**src/rtl/wildcard_byte_pattern_scan_core_macros.svh**
```systemverilog
// assertion macros for the wildcard byte pattern scan core
`ifndef WILDCARD_BYTE_PATTERN_SCAN_CORE_MACROS_SVH
`define WILDCARD_BYTE_PATTERN_SCAN_CORE_MACROS_SVH
`ifndef SYNTHESIS
`define WBPS_ASSERT_IMPL(lbl, clk, rst, ante, cons) \
   lbl: assert property (@(posedge clk) disable iff (rst) (ante) |-> (cons)) \
      else $error("wbps check failed: same-cycle implication");
`define WBPS_ASSERT_NEXT(lbl, clk, rst, ante, cons) \
   lbl: assert property (@(posedge clk) disable iff (rst) (ante) |=> (cons)) \
      else $error("wbps check failed: next-cycle implication");
`else
`define WBPS_ASSERT_IMPL(lbl, clk, rst, ante, cons)
`define WBPS_ASSERT_NEXT(lbl, clk, rst, ante, cons)
`endif
`endif

```
**src/rtl/wbps_pkg.sv**
```systemverilog
// types and constants of the wildcard byte pattern scan core
`timescale 1ns / 1ps
package wbps_pkg;

   localparam int MaxPattern = 256;
   localparam int PtrW       = $clog2(MaxPattern);
   localparam int LenW       = PtrW + 1;
   localparam int AddrW      = 32;
   localparam int ByteW      = 8;

   typedef enum logic [1:0] {
      ACT_APPEND = 2'd0,
      ACT_SCAN   = 2'd1,
      ACT_CLEAR  = 2'd2,
      ACT_NONE   = 2'd3
   } action_type;

   typedef enum logic [1:0] {
      ST_IDLE,
      ST_CHECK,
      ST_DRAIN,
      ST_RESP
   } state_type;

   typedef struct packed {
      action_type       action;
      logic [ByteW-1:0] value;
      logic             care;
      logic             region_start;
      logic [AddrW-1:0] byte_address;
   } req_type;

   typedef struct packed {
      logic             found;
      logic [AddrW-1:0] match_address;
      logic [LenW-1:0]  pattern_length;
      logic             overflow;
   } rsp_type;

   typedef struct packed {
      logic accept;
      logic issue;
      logic finish;
      logic load_rsp;
   } cmd_type;

   typedef struct packed {
      logic need_check;
      logic last_issue;
      logic rsp_free;
   } status_type;

endpackage

```
**src/rtl/wildcard_byte_pattern_scan_core.sv**
```systemverilog
// top level of the wildcard byte pattern scan core
//
//  channel   ports                          direction
//  request   req_valid req_ready req_data   in   (action, value, care, region_start, address)
//  response  rsp_valid rsp_ready rsp_data   out  (found, match_address, length, overflow)
//
// append, clear, no-op, and a scan byte with no window test: idle straight to the response state
// scan byte with a window test: passes through the check and drain states, one pattern entry per
//    cycle through the single read port of the pattern and history memories
// reset is synchronous; no memory clearing pass is needed
// a finished item waits in the output register while the next item is taken;
//    the core stalls only when a second result is ready and the first is not taken
`timescale 1ns / 1ps
module wildcard_byte_pattern_scan_core import wbps_pkg::*; (
   input  logic    clock,
   input  logic    reset,
   input  logic    req_valid,
   output logic    req_ready,
   input  req_type req_data,
   output logic    rsp_valid,
   input  logic    rsp_ready,
   output rsp_type rsp_data
);

   cmd_type    cmd;
   status_type status;

   wbps_ctrl u_ctrl (
      .clock     (clock),
      .reset     (reset),
      .req_valid (req_valid),
      .req_ready (req_ready),
      .status    (status),
      .cmd       (cmd)
   );

   wbps_datapath u_datapath (
      .clock     (clock),
      .reset     (reset),
      .req_data  (req_data),
      .cmd       (cmd),
      .status    (status),
      .rsp_ready (rsp_ready),
      .rsp_valid (rsp_valid),
      .rsp_data  (rsp_data)
   );

endmodule

```
**src/rtl/wbps_ctrl.sv**
```systemverilog
// controller state machine of the wildcard byte pattern scan core
`timescale 1ns / 1ps
module wbps_ctrl import wbps_pkg::*; (
   input  logic       clock,
   input  logic       reset,
   input  logic       req_valid,
   output logic       req_ready,
   input  status_type status,
   output cmd_type    cmd
);

   state_type state_ff;
   state_type state_in;

   always_ff @(posedge clock) begin
      if (reset) begin
         state_ff <= ST_IDLE;
      end else begin
         state_ff <= state_in;
      end
   end

   always_comb begin
      state_in  = state_ff;
      cmd       = '0;
      req_ready = 1'b0;
      unique case (state_ff)
         ST_IDLE: begin
            req_ready = 1'b1;
            if (req_valid) begin
               cmd.accept = 1'b1;
               state_in   = status.need_check ? ST_CHECK : ST_RESP;
            end
         end
         ST_CHECK: begin
            cmd.issue = 1'b1;
            if (status.last_issue) begin
               state_in = ST_DRAIN;
            end
         end
         ST_DRAIN: begin
            cmd.finish = 1'b1;
            state_in   = ST_RESP;
         end
         ST_RESP: begin
            if (status.rsp_free) begin
               cmd.load_rsp = 1'b1;
               state_in     = ST_IDLE;
            end
         end
      endcase
   end

endmodule

```
**src/rtl/wbps_datapath.sv**
```systemverilog
// pattern store, byte history and window compare of the scan core
`timescale 1ns / 1ps
`include "wildcard_byte_pattern_scan_core_macros.svh"
module wbps_datapath import wbps_pkg::*; (
   input  logic       clock,
   input  logic       reset,
   input  req_type    req_data,
   input  cmd_type    cmd,
   output status_type status,
   input  logic       rsp_ready,
   output logic       rsp_valid,
   output rsp_type    rsp_data
);

   logic [ByteW:0]   pat_mem [MaxPattern];
   logic [ByteW-1:0] hist_mem [MaxPattern];

   logic [LenW-1:0]  loaded_len_ff;
   logic [LenW-1:0]  bir_ff;
   logic             match_seen_ff;
   logic [AddrW-1:0] first_addr_ff;
   logic             overflow_ff;
   logic [PtrW-1:0]  head_ff;
   logic [PtrW-1:0]  base_ff;
   logic [PtrW-1:0]  k_ff;
   logic [AddrW-1:0] addr_ff;
   logic [ByteW:0]   pat_rd_ff;
   logic [ByteW-1:0] hist_rd_ff;
   logic             cmp_vld_ff;
   logic             mism_ff;
   logic             rsp_valid_ff;
   rsp_type          rsp_data_ff;

   logic [LenW-1:0]  bir_in;
   logic [LenW-1:0]  len_m1;
   logic [PtrW-1:0]  head_in;
   logic [PtrW-1:0]  base_in;
   logic             full;
   logic             is_scan;
   logic             is_clear;
   logic             cur_mism;
   logic             any_mism;
   rsp_type          rsp_in;

   always_comb begin
      if (req_data.region_start) begin
         bir_in = LenW'(1);
      end else if (bir_ff < LenW'(MaxPattern)) begin
         bir_in = bir_ff + LenW'(1);
      end else begin
         bir_in = bir_ff;
      end
   end

   assign len_m1   = loaded_len_ff - LenW'(1);
   assign head_in  = head_ff + PtrW'(1);
   assign base_in  = head_in - len_m1[PtrW-1:0];
   assign full     = (loaded_len_ff == LenW'(MaxPattern));
   assign is_scan  = (req_data.action == ACT_SCAN);
   assign is_clear = (req_data.action == ACT_CLEAR);
   assign cur_mism = pat_rd_ff[ByteW] && (pat_rd_ff[ByteW-1:0] != hist_rd_ff);
   assign any_mism = mism_ff || (cmp_vld_ff && cur_mism);

   assign status.need_check = is_scan && !match_seen_ff && (loaded_len_ff != '0)
                              && (bir_in >= loaded_len_ff);
   assign status.last_issue = ({1'b0, k_ff} == len_m1);
   assign status.rsp_free   = !rsp_valid_ff || rsp_ready;

   always_comb begin
      rsp_in.found          = match_seen_ff;
      rsp_in.match_address  = match_seen_ff ? first_addr_ff : '0;
      rsp_in.pattern_length = loaded_len_ff;
      rsp_in.overflow       = overflow_ff;
   end

   always_ff @(posedge clock) begin
      if (reset) begin
         loaded_len_ff <= '0;
         bir_ff        <= '0;
         match_seen_ff <= 1'b0;
         first_addr_ff <= '0;
         overflow_ff   <= 1'b0;
         head_ff       <= '0;
         cmp_vld_ff    <= 1'b0;
         mism_ff       <= 1'b0;
         rsp_valid_ff  <= 1'b0;
      end else begin
         if (cmd.accept) begin
            unique case (req_data.action)
               ACT_APPEND: begin
                  if (!full) begin
                     loaded_len_ff <= loaded_len_ff + LenW'(1);
                  end else begin
                     overflow_ff <= 1'b1;
                  end
               end
               ACT_SCAN: begin
                  bir_ff  <= bir_in;
                  head_ff <= head_in;
               end
               ACT_CLEAR: begin
                  loaded_len_ff <= '0;
                  bir_ff        <= '0;
                  match_seen_ff <= 1'b0;
                  first_addr_ff <= '0;
                  overflow_ff   <= 1'b0;
               end
               ACT_NONE: begin
               end
            endcase
         end
         if (cmd.finish && !any_mism) begin
            match_seen_ff <= 1'b1;
            first_addr_ff <= addr_ff - AddrW'(len_m1);
         end
         cmp_vld_ff <= cmd.issue;
         if (cmd.accept) begin
            mism_ff <= 1'b0;
         end else if (cmp_vld_ff && cur_mism) begin
            mism_ff <= 1'b1;
         end
         if (cmd.load_rsp) begin
            rsp_valid_ff <= 1'b1;
         end else if (rsp_ready) begin
            rsp_valid_ff <= 1'b0;
         end
      end
   end

   always_ff @(posedge clock) begin
      if (cmd.accept) begin
         addr_ff <= req_data.byte_address;
         base_ff <= base_in;
         k_ff    <= '0;
      end else if (cmd.issue) begin
         k_ff <= k_ff + PtrW'(1);
      end
      if (cmd.load_rsp) begin
         rsp_data_ff <= rsp_in;
      end
   end

   // pattern store
   always_ff @(posedge clock) begin
      if (cmd.accept && (req_data.action == ACT_APPEND) && !full) begin
         pat_mem[loaded_len_ff[PtrW-1:0]] <= {req_data.care, req_data.value};
      end
      if (cmd.issue) begin
         pat_rd_ff <= pat_mem[k_ff];
      end
   end

   // byte history, circular
   always_ff @(posedge clock) begin
      if (cmd.accept && is_scan) begin
         hist_mem[head_in] <= req_data.value;
      end
      if (cmd.issue) begin
         hist_rd_ff <= hist_mem[base_ff + k_ff];
      end
   end

   assign rsp_valid = rsp_valid_ff;
   assign rsp_data  = rsp_data_ff;

   `WBPS_ASSERT_NEXT(a_clear_empties, clock, reset, cmd.accept && is_clear, (loaded_len_ff == '0) && !match_seen_ff && !overflow_ff)
   `WBPS_ASSERT_NEXT(a_match_sticky, clock, reset, match_seen_ff && !(cmd.accept && is_clear), match_seen_ff && $stable(first_addr_ff))
   `WBPS_ASSERT_IMPL(a_len_bound, clock, reset, 1'b1, (loaded_len_ff <= LenW'(MaxPattern)) && (bir_ff <= LenW'(MaxPattern)))
   `WBPS_ASSERT_IMPL(a_no_rsp_overrun, clock, reset, cmd.load_rsp, !rsp_valid_ff || rsp_ready)

endmodule
```
**config.mk**
```make
export PLATFORM = sky130hd
export DESIGN_NAME = wildcard_byte_pattern_scan_core
export DESIGN_NICKNAME = d
export VERILOG_FILES = /design/src/rtl/wbps_pkg.sv /design/src/rtl/wildcard_byte_pattern_scan_core.sv /design/src/rtl/wbps_ctrl.sv /design/src/rtl/wbps_datapath.sv
export VERILOG_INCLUDE_DIRS = /design/src /design/src/rtl
export SDC_FILE = /design/constraint.sdc
export NUM_CORES = 2
export LEC_CHECK = 0
export BUFFER_PORTS_ARGS = -buffer_cell sky130_fd_sc_hd__buf_2
export CAP_MARGIN = 40
export CORE_MARGIN = 5
export CORE_UTILIZATION = 50
export DETAILED_ROUTE_END_ITERATION = 8
export GPL_TIMING_DRIVEN = 0
export HOLD_SLACK_MARGIN = 0.05
export PLACE_DENSITY_LB_ADDON = 0.3
export SLEW_MARGIN = 20
export SYNTH_ARGS = -nofsm -noshare
export SYNTH_HDL_FRONTEND = slang
export SYNTH_MEMORY_MAX_BITS = 65536
export SYNTH_SLANG_ARGS = --single-unit
```
**constraint.sdc**
```tcl
create_clock -name clock -period 4.35 [get_ports clock]
set_input_delay 0.2175 -clock clock [delete_from_list [all_inputs] [get_ports clock]]
set_output_delay 0.2175 -clock clock [all_outputs]
set_load 0.01 [all_outputs]
```
==> impl_results.rst <==
.. list-table::
   :header-rows: 1

   * - Metric
     - Value
   * - Main combinational cell family by area after synthesis
     - multiplexers
   * - Crit. End Element
     - register
   * - Final weighted congestion of routability-driven global placement
     - 0.909
   * - Multiplexer area fraction after synthesis
     - 0.180
   * - Final cell count without fillers
     - 13.8k
   * - Area inside the core boundary
     - 350000 um^2
   * - Detailed-route via count
     - 88.7k
   * - Top cell type's share of synthesized area
     - 0.760
   * - GR Overflow Total
     - 0
   * - Worst-case setup margin in the final layout
     - -176 ps
   * - Most used flip-flop cell after synthesis
     - sky130_fd_sc_hd__edfxtp_1
   * - Max-slew violation count
     - 0
   * - Placed instance area
     - 186000 um^2
   * - Top cells by area in the synthesized netlist
     - sky130_fd_sc_hd__edfxtp_1 76%, sky130_fd_sc_hd__mux4_2 17%, sky130_fd_sc_hd__nor2_1 1.3%, sky130_fd_sc_hd__dfxtp_1 0.83%, sky130_fd_sc_hd__clkbuf_1 0.50%
   * - Fraction of synthesized cell area in xor and xnor cells
     - 0.00498
   * - Post-place setup slack
     - -1870 ps
   * - Finished layout cell area
     - 203000 um^2
   * - Worst vdd ir
     - 0.000445 V
   * - Drt initial violations
     - 13.4k
   * - Root buf cell
     - sky130_fd_sc_hd__clkbuf_16
   * - Final Hold Violating Endpoints
     - 0
   * - Maximum level of the CTS H-tree
     - 5
   * - Fraction of the mapped netlist area in compound gates
     - 0.00816
   * - Clock latency of the later-clocked register in the worst-skew pair
     - 920 ps
   * - Cell type with the highest aggregate area in the netlist
     - sky130_fd_sc_hd__edfxtp_1
   * - P_leak
     - 0.0633 uW
   * - Post-synth ARST share
     - 0
   * - Arrival time reported for the critical path endpoint
     - 5130 ps
   * - Max-capacitance violation count
     - 0
   * - Min Tclk post-route
     - 4530 ps
   * - Number of flops mapped to enable cells by yosys
     - 4452
   * - Setup-failing EPs final
     - 159
   * - Part of the Yosys area used for sequential elements
     - 0.769
   * - First-pass GRT wire length
     - 667000 um
   * - Distinct cell type count after synthesis
     - 65
   * - Vias in the first global route
     - 87.4k
   * - Pin count of the biggest net entering global routing
     - 145
   * - Number of antenna-violating nets in the routed design
     - 0
   * - Number of port buffers
     - 90
   * - Final setup skew
     - 36.8 ps
   * - Relative area change from synthesis to final layout
     - 15.6%
   * - CTS tree
     - built
   * - Area taken by multi-input logic gates
     - 39400 um^2
   * - Timing-limited maximum frequency
     - 0.221 GHz
   * - Mean cell area of the mapped netlist
     - 22.6 um^2
   * - Number of placed instances with taps included
     - 12.8k
   * - Total routing usage reported by global routing
     - 0.259
   * - Aggregate negative setup slack
     - -11140 ps
   * - Worst Path Required
     - 4950 ps
   * - Type of the worst min-delay path
     - in -> reg
   * - Maximum buffer depth of the clock tree
     - 4
   * - Post-synthesis simple-gate area fraction
     - 0.0233
   * - FF+latch area
     - 135000 um^2
   * - Tightest Pin Transition
     - 965 ps
   * - Failing checks
     - setup timing
   * - Gate count after technology mapping
     - 7780
   * - DIE WIDTH
     - 603 um
   * - Row count
     - 217
   * - Number of buffers created by CTS
     - 430
   * - Die Span Y
     - 603 um
   * - Via-to-Cell Ratio
     - 6.44
   * - Outcome
     - finished with violations
   * - Die area
     - 364000 um^2
   * - Number of fillers in the final layout
     - 24.4k
   * - Clock slew at reported path FFs
     - 60 ps
   * - Starting density of the core
     - 0.502
   * - Fraction of the cycle the final worst path needs
     - 1.04
   * - Number of nets in the layout
     - 8880
   * - Count of clock tree sinks
     - 4525
   * - Number of synthesized register bits
     - 4525
   * - Drt pass-1 iters
     - 8
   * - Mapped Area
     - 176000 um^2
   * - Power per standard cell area
     - 570 nW/um^2
   * - Detailed-route wire length
     - 476000 um
   * - Unrepaired setup endpoints after global routing
     - yes
   * - Antenna violations before repair
     - 19
   * - Total of warnings raised by yosys
     - 0
   * - Utilization of the core after routing
     - 0.581
   * - Placed wire-length estimate
     - 319000 um
   * - Routed wirelength normalized by instance count
     - 34.6 um
   * - Top-level I/O count
     - 93
   * - Adder-cell area share of the yosys netlist
     - 0.00374
   * - Net count after synthesis
     - 7877
   * - Kind of start point of the critical path
     - register
   * - Relative slew slack
     - 0.355
   * - Fraction of layout instances using a drive strength above 1
     - 0.324
   * - DRC
     - 0
   * - Crit path max fanout
     - 10
   * - Category of the most critical setup path
     - reg -> reg
## synthesized netlist by cell type (41+ instances only)
cell type	n
sky130_fd_sc_hd__mux2i_1	87
sky130_fd_sc_hd__nand3_1	41
sky130_fd_sc_hd__buf_1	53
sky130_fd_sc_hd__and2_1	50
sky130_fd_sc_hd__edfxtp_1	4452
sky130_fd_sc_hd__nand2_1	146
sky130_fd_sc_hd__dfxtp_1	73
sky130_fd_sc_hd__mux4_2	1358
sky130_fd_sc_hd__a22oi_1	45
sky130_fd_sc_hd__nor2_1	623
sky130_fd_sc_hd__xor2_1	43
sky130_fd_sc_hd__xnor2_1	57
sky130_fd_sc_hd__o21ai_0	42
sky130_fd_sc_hd__ha_1	46
sky130_fd_sc_hd__buf_2	126
sky130_fd_sc_hd__clkbuf_1	235
## cells in the final DEF, fill, tap and decap left out, types with 18 or more instances in the layout
| cell | n |
|---|---|
| sky130_fd_sc_hd__and2_1 | 49 |
| sky130_fd_sc_hd__dfxtp_1 | 71 |
| sky130_fd_sc_hd__clkinvlp_4 | 19 |
| sky130_fd_sc_hd__mux2i_1 | 67 |
| sky130_fd_sc_hd__clkinv_1 | 91 |
| sky130_fd_sc_hd__xor2_1 | 39 |
| sky130_fd_sc_hd__xnor2_1 | 52 |
| sky130_fd_sc_hd__bufinv_16 | 59 |
| sky130_fd_sc_hd__edfxtp_1 | 4452 |
| sky130_fd_sc_hd__buf_2 | 145 |
| sky130_fd_sc_hd__nand2_1 | 142 |
| sky130_fd_sc_hd__nor2_1 | 552 |
| sky130_fd_sc_hd__clkinv_2 | 96 |
| sky130_fd_sc_hd__nor2_2 | 65 |
| sky130_fd_sc_hd__mux2_2 | 19 |
| sky130_fd_sc_hd__buf_16 | 49 |
| sky130_fd_sc_hd__buf_8 | 36 |
| sky130_fd_sc_hd__clkbuf_4 | 36 |
| sky130_fd_sc_hd__buf_6 | 87 |
| sky130_fd_sc_hd__buf_4 | 335 |
| sky130_fd_sc_hd__nand4_1 | 28 |
| sky130_fd_sc_hd__a22oi_1 | 30 |
| sky130_fd_sc_hd__buf_1 | 18 |
| sky130_fd_sc_hd__inv_1 | 26 |
| sky130_fd_sc_hd__o21ai_0 | 42 |
| sky130_fd_sc_hd__ha_1 | 45 |
| sky130_fd_sc_hd__dlygate4sd3_1 | 81 |
| sky130_fd_sc_hd__clkbuf_2 | 85 |
| sky130_fd_sc_hd__nand3_1 | 37 |
| sky130_fd_sc_hd__clkbuf_16 | 438 |
| sky130_fd_sc_hd__mux4_2 | 1358 |
| sky130_fd_sc_hd__a21oi_1 | 38 |
| sky130_fd_sc_hd__clkbuf_1 | 178 |
## layer usage
| metal | vias up | global-route usage | wire length [um] |
|---|---|---|---|
| met2 | 5807 | 0.410 | 227000 |
| met1 | 47000 | 0.354 | 174000 |
| met3 | 1055 | 0.0576 | 51000 |
| li1 | 34800 | - | - |
| met5 | - | 0 | 110 |
| met4 | 4 | 0.106 | 24000 |
## final timing paths
kind | startpoint | endpoint | slack (ps) | cells past startpoint
worst min register to register | u_datapath.loaded_len_ff[6] | u_datapath.rsp_data[7] | 430 | 0
worst max register to register | u_datapath.k_ff[0] | u_datapath.pat_rd_ff[8] | -180 | 9
worst min-delay path | rsp_ready | u_datapath.rsp_valid | 230 | 5
worst max-delay path | u_datapath.k_ff[0] | u_datapath.pat_rd_ff[8] | -180 | 9
## repair_timing
| action | in CTS | in global routing |
|---|---|---|
| pin swaps | 6 | 14 |
| buffers inserted | 4 | 3 |
| hold buffers | 81 | 0 |
| resized for setup | 331 | 89 |
| endpoints found under the hold margin | 1044 | 0 |
| setup endpoints to repair | 1250 | 471 |
## critical path, cell delays in order, from the launching register on
cell,delay (ps)
sky130_fd_sc_hd__dfxtp_1,460
sky130_fd_sc_hd__buf_4,360
sky130_fd_sc_hd__clkbuf_2,280
sky130_fd_sc_hd__buf_6,210
sky130_fd_sc_hd__buf_4,370
sky130_fd_sc_hd__mux4_2,570
sky130_fd_sc_hd__mux4_2,560
sky130_fd_sc_hd__mux4_2,550
sky130_fd_sc_hd__a22oi_1,570
sky130_fd_sc_hd__nand2_1,240
## sequential cells by signal (all words and copies together) (netlist names)
name / flops
u_datapath.pat_rd_ff: 9
u_datapath.first_addr_ff: 32
u_datapath.match_seen_ff: 1
u_datapath.rsp_valid: 1
u_datapath.hist_mem: 2048
u_datapath.mism_ff: 1
u_ctrl.state_ff: 2
u_datapath.bir_ff: 9
u_datapath.hist_rd_ff: 8
u_datapath.loaded_len_ff: 9
u_datapath.rsp_data: 43
u_datapath.head_ff: 8
u_datapath.cmp_vld_ff: 1
u_datapath.base_ff: 8
u_datapath.addr_ff: 32
u_datapath.pat_mem: 2304
u_datapath.k_ff: 8
u_datapath.overflow_ff: 1
## where the power goes
group	internal (uW)	switching (uW)	total (uW)
Combinational	13000	16200	29100
Sequential	48300	205	48500
Clock	22000	16100	38100
Total	83300	32500	116000
## cells by family after synthesis
group	Yosys count
AND/OR/NAND/NOR	968
adder cells (fa/ha/maj)	51
XOR/XNOR	100
flip-flops	4525
multiplexers	1464
AO/OA/AOI/OAI	213
buffers and inverters	459
## cell type report
| type | count | area share |
|---|---|---|
| Antenna cell | 15 | 0.000185 |
| Buffer | 428 | 0.0125 |
| Clock buffer | 509 | 0.0555 |
| Clock inverter | 284 | 0.0148 |
| Inverter | 27 | 0.000517 |
| Multi-Input combinational cell | 2796 | 0.194 |
| Sequential cell | 4525 | 0.665 |
| Tap cell | 4599 | 0.0283 |
| Timing Repair Buffer | 575 | 0.0292 |
## through the flow
stage,total power (uW),hold WS (ps)
5_1_grt,119000,245
3_5_place_dp,77300,396
2_1_floorplan,66400,316
4_1_cts,116000,198
6_report,116000,233
3_3_place_gp,76700,396
Power figures use the tool's default switching activity.
